[src/rtl/sha1_message_digest_core_macros.svh]
// Assertion macros for the SHA-1 digest core.
// Included by files that carry concurrent assertions; needs no package.
`ifndef SHA1_MESSAGE_DIGEST_CORE_MACROS_SVH
`define SHA1_MESSAGE_DIGEST_CORE_MACROS_SVH
`ifndef SYNTHESIS
`define SHA1MD_ASSERT_IMP(label, clk, rst_n, ante, cons, msg) \
	label: assert property (@(posedge clk) disable iff (!rst_n) (ante) |-> (cons)) \
		else $error(msg);
`define SHA1MD_ASSERT_NXT(label, clk, rst_n, ante, cons, msg) \
	label: assert property (@(posedge clk) disable iff (!rst_n) (ante) |=> (cons)) \
		else $error(msg);
`else
`define SHA1MD_ASSERT_IMP(label, clk, rst_n, ante, cons, msg)
`define SHA1MD_ASSERT_NXT(label, clk, rst_n, ante, cons, msg)
`endif
`endif

[src/rtl/sha1md_pkg.sv]
// Shared types and constants of the SHA-1 digest core.
// Used by the round function and the top level; depends on nothing.
package sha1md_pkg;

	typedef enum logic [2:0] {
		ST_IDLE,
		ST_ROUND,
		ST_ADD,
		ST_PAD,
		ST_OUT
	} state_t;

	typedef struct packed {
		logic [31:0] a;
		logic [31:0] b;
		logic [31:0] c;
		logic [31:0] d;
		logic [31:0] e;
	} vars_t;

	localparam logic [31:0] K_R0 = 32'h5A827999;
	localparam logic [31:0] K_R1 = 32'h6ED9EBA1;
	localparam logic [31:0] K_R2 = 32'h8F1BBCDC;
	localparam logic [31:0] K_R3 = 32'hCA62C1D6;

	localparam logic [31:0] H_INIT [5] = '{
		32'h67452301, 32'hEFCDAB89, 32'h98BADCFE, 32'h10325476, 32'hC3D2E1F0
	};

	localparam logic [6:0] RND_B1   = 7'd20;
	localparam logic [6:0] RND_B2   = 7'd40;
	localparam logic [6:0] RND_B3   = 7'd60;
	localparam logic [6:0] RND_LAST = 7'd79;

	localparam logic [7:0] PAD_BYTE  = 8'h80;
	localparam logic [5:0] LEN_POS   = 6'd56;
	localparam logic [5:0] BYTE_LAST = 6'd63;
	localparam logic [2:0] WORD_LAST = 3'd4;

endpackage

[src/rtl/sha1md_round.sv]
// One SHA-1 compression round, shared by all 80 rounds of a block.
// Depends on sha1md_pkg for the working variable type and round constants.
module sha1md_round import sha1md_pkg::*; (
	input  vars_t       cur,
	input  logic [31:0] w,
	input  logic [6:0]  round,
	output vars_t       nxt
);

	logic [31:0] f;
	logic [31:0] k;

	always_comb begin
		if (round < RND_B1) begin
			f = (cur.b & cur.c) | (~cur.b & cur.d);
			k = K_R0;
		end else if (round < RND_B2) begin
			f = cur.b ^ cur.c ^ cur.d;
			k = K_R1;
		end else if (round < RND_B3) begin
			f = (cur.b & cur.c) | (cur.b & cur.d) | (cur.c & cur.d);
			k = K_R2;
		end else begin
			f = cur.b ^ cur.c ^ cur.d;
			k = K_R3;
		end
	end

	assign nxt.a = {cur.a[26:0], cur.a[31:27]} + f + cur.e + k + w;
	assign nxt.b = cur.a;
	assign nxt.c = {cur.b[1:0], cur.b[31:2]};
	assign nxt.d = cur.c;
	assign nxt.e = cur.d;

endmodule

[src/rtl/sha1_message_digest_core.sv]
// Top level of the SHA-1 digest core: byte intake, padding, round sequencer, digest output.
// Depends on sha1md_pkg, sha1md_round and sha1_message_digest_core_macros.svh.
//
// channel  direction  beat                                       handshake
// input    in         data_byte, byte_valid, end_of_message      in_valid / in_stall
// output   out        digest_word, word_index, last_word         out_valid / out_stall
//
// A byte beat is taken in the idle state; the beat that fills a 64-byte block starts
// the 80 rounds on the shared round unit and then the hash update.
// The end beat pads one byte per cycle up to the block end, compresses one or two
// blocks, then offers five digest beats. in_stall is high after a block-filling beat
// until its hash update is done, and after an end beat until the last digest beat is
// taken. Reset loads the initial hash and clears the bit count; no clearing pass is needed.
`include "sha1_message_digest_core_macros.svh"
module sha1_message_digest_core import sha1md_pkg::*; (
	input  logic        clk,
	input  logic        arst_n,
	input  logic        in_valid,
	output logic        in_stall,
	input  logic [7:0]  data_byte,
	input  logic        byte_valid,
	input  logic        end_of_message,
	output logic        out_valid,
	input  logic        out_stall,
	output logic [31:0] digest_word,
	output logic [2:0]  word_index,
	output logic        last_word
);

	state_t      state_q;
	state_t      state_d;
	logic [31:0] h_q [5];
	logic [63:0] bit_count_q;
	logic [511:0] win_q;
	vars_t       vars_q;
	vars_t       vars_nxt;
	logic [6:0]  round_q;
	logic [5:0]  pos_q;
	logic        first_q;
	logic        len_ok_q;
	logic        len_done_q;
	logic        fin_pend_q;
	logic        pad_act_q;
	logic [2:0]  widx_q;

	logic        in_acc;
	logic        out_acc;
	logic [5:0]  bc_idx;
	logic [5:0]  pos_new;
	logic        blk_full;
	logic [31:0] w_mix;
	logic [31:0] w_new;
	logic [7:0]  pad_byte;

	assign in_acc   = in_valid && !in_stall;
	assign out_acc  = out_valid && !out_stall;
	assign bc_idx   = bit_count_q[8:3];
	assign pos_new  = bc_idx + {5'b0, byte_valid};
	assign blk_full = byte_valid && (bc_idx == BYTE_LAST);

	assign w_mix = win_q[95:64] ^ win_q[255:224] ^ win_q[447:416] ^ win_q[511:480];
	assign w_new = {w_mix[30:0], w_mix[31]};

	always_comb begin
		if (first_q) begin
			pad_byte = PAD_BYTE;
		end else if (len_ok_q && (pos_q >= LEN_POS)) begin
			pad_byte = bit_count_q[{~pos_q[2:0], 3'b000} +: 8];
		end else begin
			pad_byte = 8'h00;
		end
	end

	sha1md_round u_round (
		.cur   (vars_q),
		.w     (win_q[511:480]),
		.round (round_q),
		.nxt   (vars_nxt)
	);

	always_ff @(posedge clk or negedge arst_n) begin
		if (!arst_n) begin
			state_q <= ST_IDLE;
		end else begin
			state_q <= state_d;
		end
	end

	always_comb begin
		state_d   = state_q;
		in_stall  = 1'b1;
		out_valid = 1'b0;
		case (state_q)
			ST_IDLE: begin
				in_stall = 1'b0;
				if (in_acc) begin
					if (blk_full) begin
						state_d = ST_ROUND;
					end else if (end_of_message) begin
						state_d = ST_PAD;
					end
				end
			end
			ST_ROUND: begin
				if (round_q == RND_LAST) begin
					state_d = ST_ADD;
				end
			end
			ST_ADD: begin
				if (pad_act_q) begin
					state_d = len_done_q ? ST_OUT : ST_PAD;
				end else begin
					state_d = fin_pend_q ? ST_PAD : ST_IDLE;
				end
			end
			ST_PAD: begin
				if (pos_q == BYTE_LAST) begin
					state_d = ST_ROUND;
				end
			end
			ST_OUT: begin
				out_valid = 1'b1;
				if (out_acc && (widx_q == WORD_LAST)) begin
					state_d = ST_IDLE;
				end
			end
			default: begin
				state_d = ST_IDLE;
			end
		endcase
	end

	always_ff @(posedge clk or negedge arst_n) begin
		if (!arst_n) begin
			h_q         <= H_INIT;
			bit_count_q <= '0;
			round_q     <= '0;
			pos_q       <= '0;
			first_q     <= 1'b0;
			len_ok_q    <= 1'b0;
			len_done_q  <= 1'b0;
			fin_pend_q  <= 1'b0;
			pad_act_q   <= 1'b0;
			widx_q      <= '0;
		end else begin
			case (state_q)
				ST_IDLE: begin
					if (in_acc) begin
						if (byte_valid) begin
							bit_count_q <= bit_count_q + 64'd8;
						end
						fin_pend_q <= end_of_message;
						pad_act_q  <= end_of_message && !blk_full;
						pos_q      <= pos_new;
						first_q    <= 1'b1;
						len_ok_q   <= pos_new < LEN_POS;
						len_done_q <= 1'b0;
					end
				end
				ST_ROUND: begin
					round_q <= round_q + 7'd1;
				end
				ST_ADD: begin
					h_q[0]  <= h_q[0] + vars_q.a;
					h_q[1]  <= h_q[1] + vars_q.b;
					h_q[2]  <= h_q[2] + vars_q.c;
					h_q[3]  <= h_q[3] + vars_q.d;
					h_q[4]  <= h_q[4] + vars_q.e;
					if (pad_act_q && !len_done_q) begin
						pos_q    <= '0;
						first_q  <= 1'b0;
						len_ok_q <= 1'b1;
					end else if (!pad_act_q && fin_pend_q) begin
						pos_q      <= '0;
						first_q    <= 1'b1;
						len_ok_q   <= 1'b1;
						len_done_q <= 1'b0;
						pad_act_q  <= 1'b1;
						fin_pend_q <= 1'b0;
					end
				end
				ST_PAD: begin
					pos_q   <= pos_q + 6'd1;
					first_q <= 1'b0;
					if (pos_q == BYTE_LAST) begin
						len_done_q <= len_ok_q;
					end
				end
				ST_OUT: begin
					if (out_acc) begin
						if (widx_q == WORD_LAST) begin
							widx_q      <= '0;
							h_q         <= H_INIT;
							bit_count_q <= '0;
							pad_act_q   <= 1'b0;
						end else begin
							widx_q <= widx_q + 3'd1;
						end
					end
				end
				default: begin
				end
			endcase
			if ((state_d == ST_ROUND) && (state_q != ST_ROUND)) begin
				round_q <= '0;
			end
		end
	end

	always_ff @(posedge clk) begin
		if ((state_q == ST_IDLE) && in_acc && byte_valid) begin
			win_q <= {win_q[503:0], data_byte};
		end else if (state_q == ST_PAD) begin
			win_q <= {win_q[503:0], pad_byte};
		end else if (state_q == ST_ROUND) begin
			win_q <= {win_q[479:0], w_new};
		end
		if ((state_d == ST_ROUND) && (state_q != ST_ROUND)) begin
			vars_q <= '{a: h_q[0], b: h_q[1], c: h_q[2], d: h_q[3], e: h_q[4]};
		end else if (state_q == ST_ROUND) begin
			vars_q <= vars_nxt;
		end
	end

	assign digest_word = h_q[widx_q];
	assign word_index  = widx_q;
	assign last_word   = widx_q == WORD_LAST;

	`SHA1MD_ASSERT_IMP(a_widx_range, clk, arst_n, state_q == ST_OUT, widx_q <= WORD_LAST,
		"digest word index out of range")
	`SHA1MD_ASSERT_IMP(a_round_range, clk, arst_n, state_q == ST_ROUND, round_q <= RND_LAST,
		"round counter past last round")
	`SHA1MD_ASSERT_NXT(a_end_starts, clk, arst_n, in_acc && end_of_message,
		(state_q == ST_PAD) || (state_q == ST_ROUND), "end beat did not start padding")
	`SHA1MD_ASSERT_NXT(a_msg_clear, clk, arst_n, out_acc && last_word,
		(bit_count_q == 64'd0) && (state_q == ST_IDLE), "message state not cleared")

endmodule
[config.mk]
export PLATFORM = sky130hd
export DESIGN_NAME = sha1_message_digest_core
export DESIGN_NICKNAME = d
export VERILOG_FILES = /design/src/rtl/sha1md_pkg.sv /design/src/rtl/sha1md_round.sv /design/src/rtl/sha1_message_digest_core.sv
export VERILOG_INCLUDE_DIRS = /design/src /design/src/rtl
export SDC_FILE = /design/constraint.sdc
export NUM_CORES = 2
export LEC_CHECK = 0
export BUFFER_PORTS_ARGS = -buffer_cell sky130_fd_sc_hd__buf_4
export CORE_MARGIN = 3
export CORE_UTILIZATION = 58
export DETAILED_ROUTE_END_ITERATION = 8
export GPL_ROUTABILITY_DRIVEN = 0
export PLACE_DENSITY_LB_ADDON = 0.3
export SETUP_SLACK_MARGIN = 0.02
export SLEW_MARGIN = 10
export SYNTH_ARGS = -nofsm -noshare
export SYNTH_HDL_FRONTEND = slang
export SYNTH_SLANG_ARGS = --single-unit
[constraint.sdc]
create_clock -name clk -period 24.3 [get_ports clk]
set_clock_uncertainty 0.2 [all_clocks]
set_input_delay 3.645 -clock clk [delete_from_list [all_inputs] [get_ports clk]]
set_output_delay 3.645 -clock clk [all_outputs]
set_load 0.05 [all_outputs]
==> flow_metrics.tcl <==
set metrics [dict create \
    vias_per_cell 6.073 \
    synth_edf_count 672 \
    mappedNetlistArea_mm2 0.05394 \
    r2r_slack_ps 17100 \
    status "finished clean" \
    yosysSeqAreaShare_pct 48.97 \
    timing.rr.start "round_q[3]$_DFFE_PN0P_" \
    grt_pass1_vias 36290 \
    worstHoldStart "pos_q[5]$_DFFE_PN0P_" \
    antenna_cells 0 \
    cp_max_fo 54 \
    rsz0062_at_grt "false" \
    ant_nets 0 \
    postCtsHoldBufs 0 \
    nets 5102 \
    synth_flop_cell "edfxtp_1" \
    die_height_um 310.9 \
    dpl.hpwl_um 91440 \
    relSlewSlack_pct 24.21 \
    yosysWarnings 0 \
    ys_types 84 \
    core-area_mm2 0.09194 \
    final_common_cell "edfxtp_1" \
    hold_viol_final 0 \
    max_freq_ghz 0.1376 \
    clkLatencyLatePin_ps 690 \
    grt_use_total_pct 26.87 \
    hold_class "reg2reg" \
    fin_crit_ps 7267 \
    wire_per_inst_um 21.64 \
    initial_utilization_pct 58.66 \
    end_kind "output pin" \
    ios 52 \
    min_to "pos_q[5]$_DFFE_PN0P_" \
    cp-start-kind "register" \
    cts_resized 0 \
    avgSynthCellArea_um2 11.27 \
    dieArea_mm2 0.09669 \
    cp_slowest_stage_delay_ps 650 \
    fin_crit_sh_pct 29.91 \
    drc 0 \
    cp.arrival_ps 3420 \
    syn_nets 5126 \
    antenna_found_initial 2 \
    setup_viol 0 \
    worst_slew_pin_slew_ps 1137 \
    synth_top_area_cell "edfxtp_1" \
    h-tree-depth 3 \
    worstSetupStartpoint "word_index[2]$_DFFE_PN0P_" \
    drv_slew 0 \
    clk_pin_slew_worst_paths_ps 60 \
    syn_to_final_growth_pct 9.108 \
    synth_cells 4786 \
    async_flop_share_pct 26.72 \
    nFillCells 7022 \
    drt-initial-drc-count 3531 \
    fin_setup_tns_ps 0 \
    cts-buffers-inserted 98 \
    holdPathStages 2 \
    layout_common_cells "672 x edfxtp_1, 578 x nand2_1, 496 x mux2_2, 321 x o21ai_0, 298 x inv_1" \
    grt_pass1_wl_um 205100 \
    root_buffer "clkbuf_16" \
    row_count 111 \
    clockBufferDepth 3 \
    path_cells "buf_4 -> buf_4 -> nand2b_1 -> buf_4 -> o22ai_1 -> buf_4" \
    overflow 0 \
    die_w_um 310.9 \
    rr_worst_depth 23 \
    tritoncts "done" \
    drive_above_1_share_pct 17.95 \
    cts_setup_buffers 0 \
    r2r-end "vars_q[159]$_DFFE_PP_" \
    critPathKind "reg2out" \
    first_pass_iters 8 \
    cpMostUsedCell "buf_4" \
    cts_sinks 917 \
    synthTopCellsByArea "edfxtp_1 37%, mux2_2 10%, dfrtp_1 7.7%" \
    grt_max_degree 211 \
    required_ps 20450 \
    cap_viol_max_count 0 \
    yosysTopAreaCellShare_pct 37.41 \
    ys_ff_latch 917 \
    vias 36980 \
    io_buffers 51 \
    slowest_stage "buf_4" \
    routed_wl_um 131800 \
]
-- worst max path at each step --
stage,endpoint,slack (ps),depth (start not counted)
final,digest_word[11],17030,6
after global routing,vars_q[159]$_DFFE_PP_,16690,23
after CTS,digest_word[11],17060,6
after detailed placement,vars_q[23]$_DFFE_PP_,17200,10
after global placement,vars_q[49]$_DFFE_PP_,17350,10
after floorplan,win_q[0]$_DFFE_PP_,4000,3
-- critical path: cells and delay by family, from the launching register on --
kind            cells  cell delay, ps
flops               1             380
compound gates      1             290
buf+inv             4            1780
simple gates        1             150
-- layer usage --
metal | vias up | routed length, um | global-route usage (%)
li1 | 17210 | - | -
met1 | 18150 | 56370 | 37.55
met2 | 1335 | 60130 | 42.09
met3 | 283 | 9422 | 4.329
met4 | 2 | 5839 | 11.20
met5 | - | 11 | 0
-- logic make-up (layout without fill, tap and decap cells) --
family / count (synthesis) / in the layout / share of synthesized area (%)
fa+ha+maj: 326 / 326 / 9.191
compound gates: 955 / 955 / 10.86
flops: 917 / 917 / 48.97
mux: 601 / 601 / 12.61
xor+xnor: 317 / 317 / 5.148
simple gates: 1164 / 1164 / 9.592
buf+inv: 506 / 567 / 3.633
-- sequential cells by signal, summed over array words and instances (netlist names) --
signal,cells
first_q,1
h_q,160
state_q,3
word_index,3
win_q,512
pad_act_q,1
len_done_q,1
vars_q,160
len_ok_q,1
bit_count_q,61
pos_q,6
round_q,7
fin_pend_q,1
-- layout make-up --
type | count | area, um2 | share of cell area (%)
multi-input combinational | 3363 | 25630 | 43.55
inverter | 298 | 1119 | 1.901
clock inverter | 61 | 668.1 | 1.135
sequential | 917 | 26420 | 44.89
clock buffer | 124 | 2746 | 4.667
timing repair buffer | 84 | 713.2 | 1.212
tap | 1243 | 1555 | 2.643
-- Yosys cell counts (all sizes together) (21+ instances only) --
cell type / instances
a21oi: 245
nand2: 581
nor2b: 29
o22a: 34
or3: 34
a31oi: 27
ha: 209
nand4: 22
o21bai: 21
nand3: 94
inv: 298
xor2: 111
dfstp: 80
nor3: 64
xnor2: 206
nand2b: 25
edfxtp: 672
o21a: 26
and3: 30
a21o: 66
mux2: 496
fa: 117
a211oi: 33
dfrtp: 165
clkbuf: 158
o21ai: 328
buf: 50
nor2: 228
mux2i: 92
o22ai: 45
-- metrics by stage --
stage	setup slack, ps	cell area (um2)	hold WS [ps]	util (%)	cells
after global placement	17350	55430	284.7	60.29	5905
final	17030	58850	302.0	64.01	6090
after CTS	17060	58850	308.2	64.01	6090
after detailed placement	17200	55430	294.6	60.29	5905
after floorplan	3996	53940	266.7	-	4786
after global routing	16690	58850	342.2	64.01	6090
Power is not shown: default switching activity piles up to over one toggle a cycle in this logic, so the estimate is an artifact.
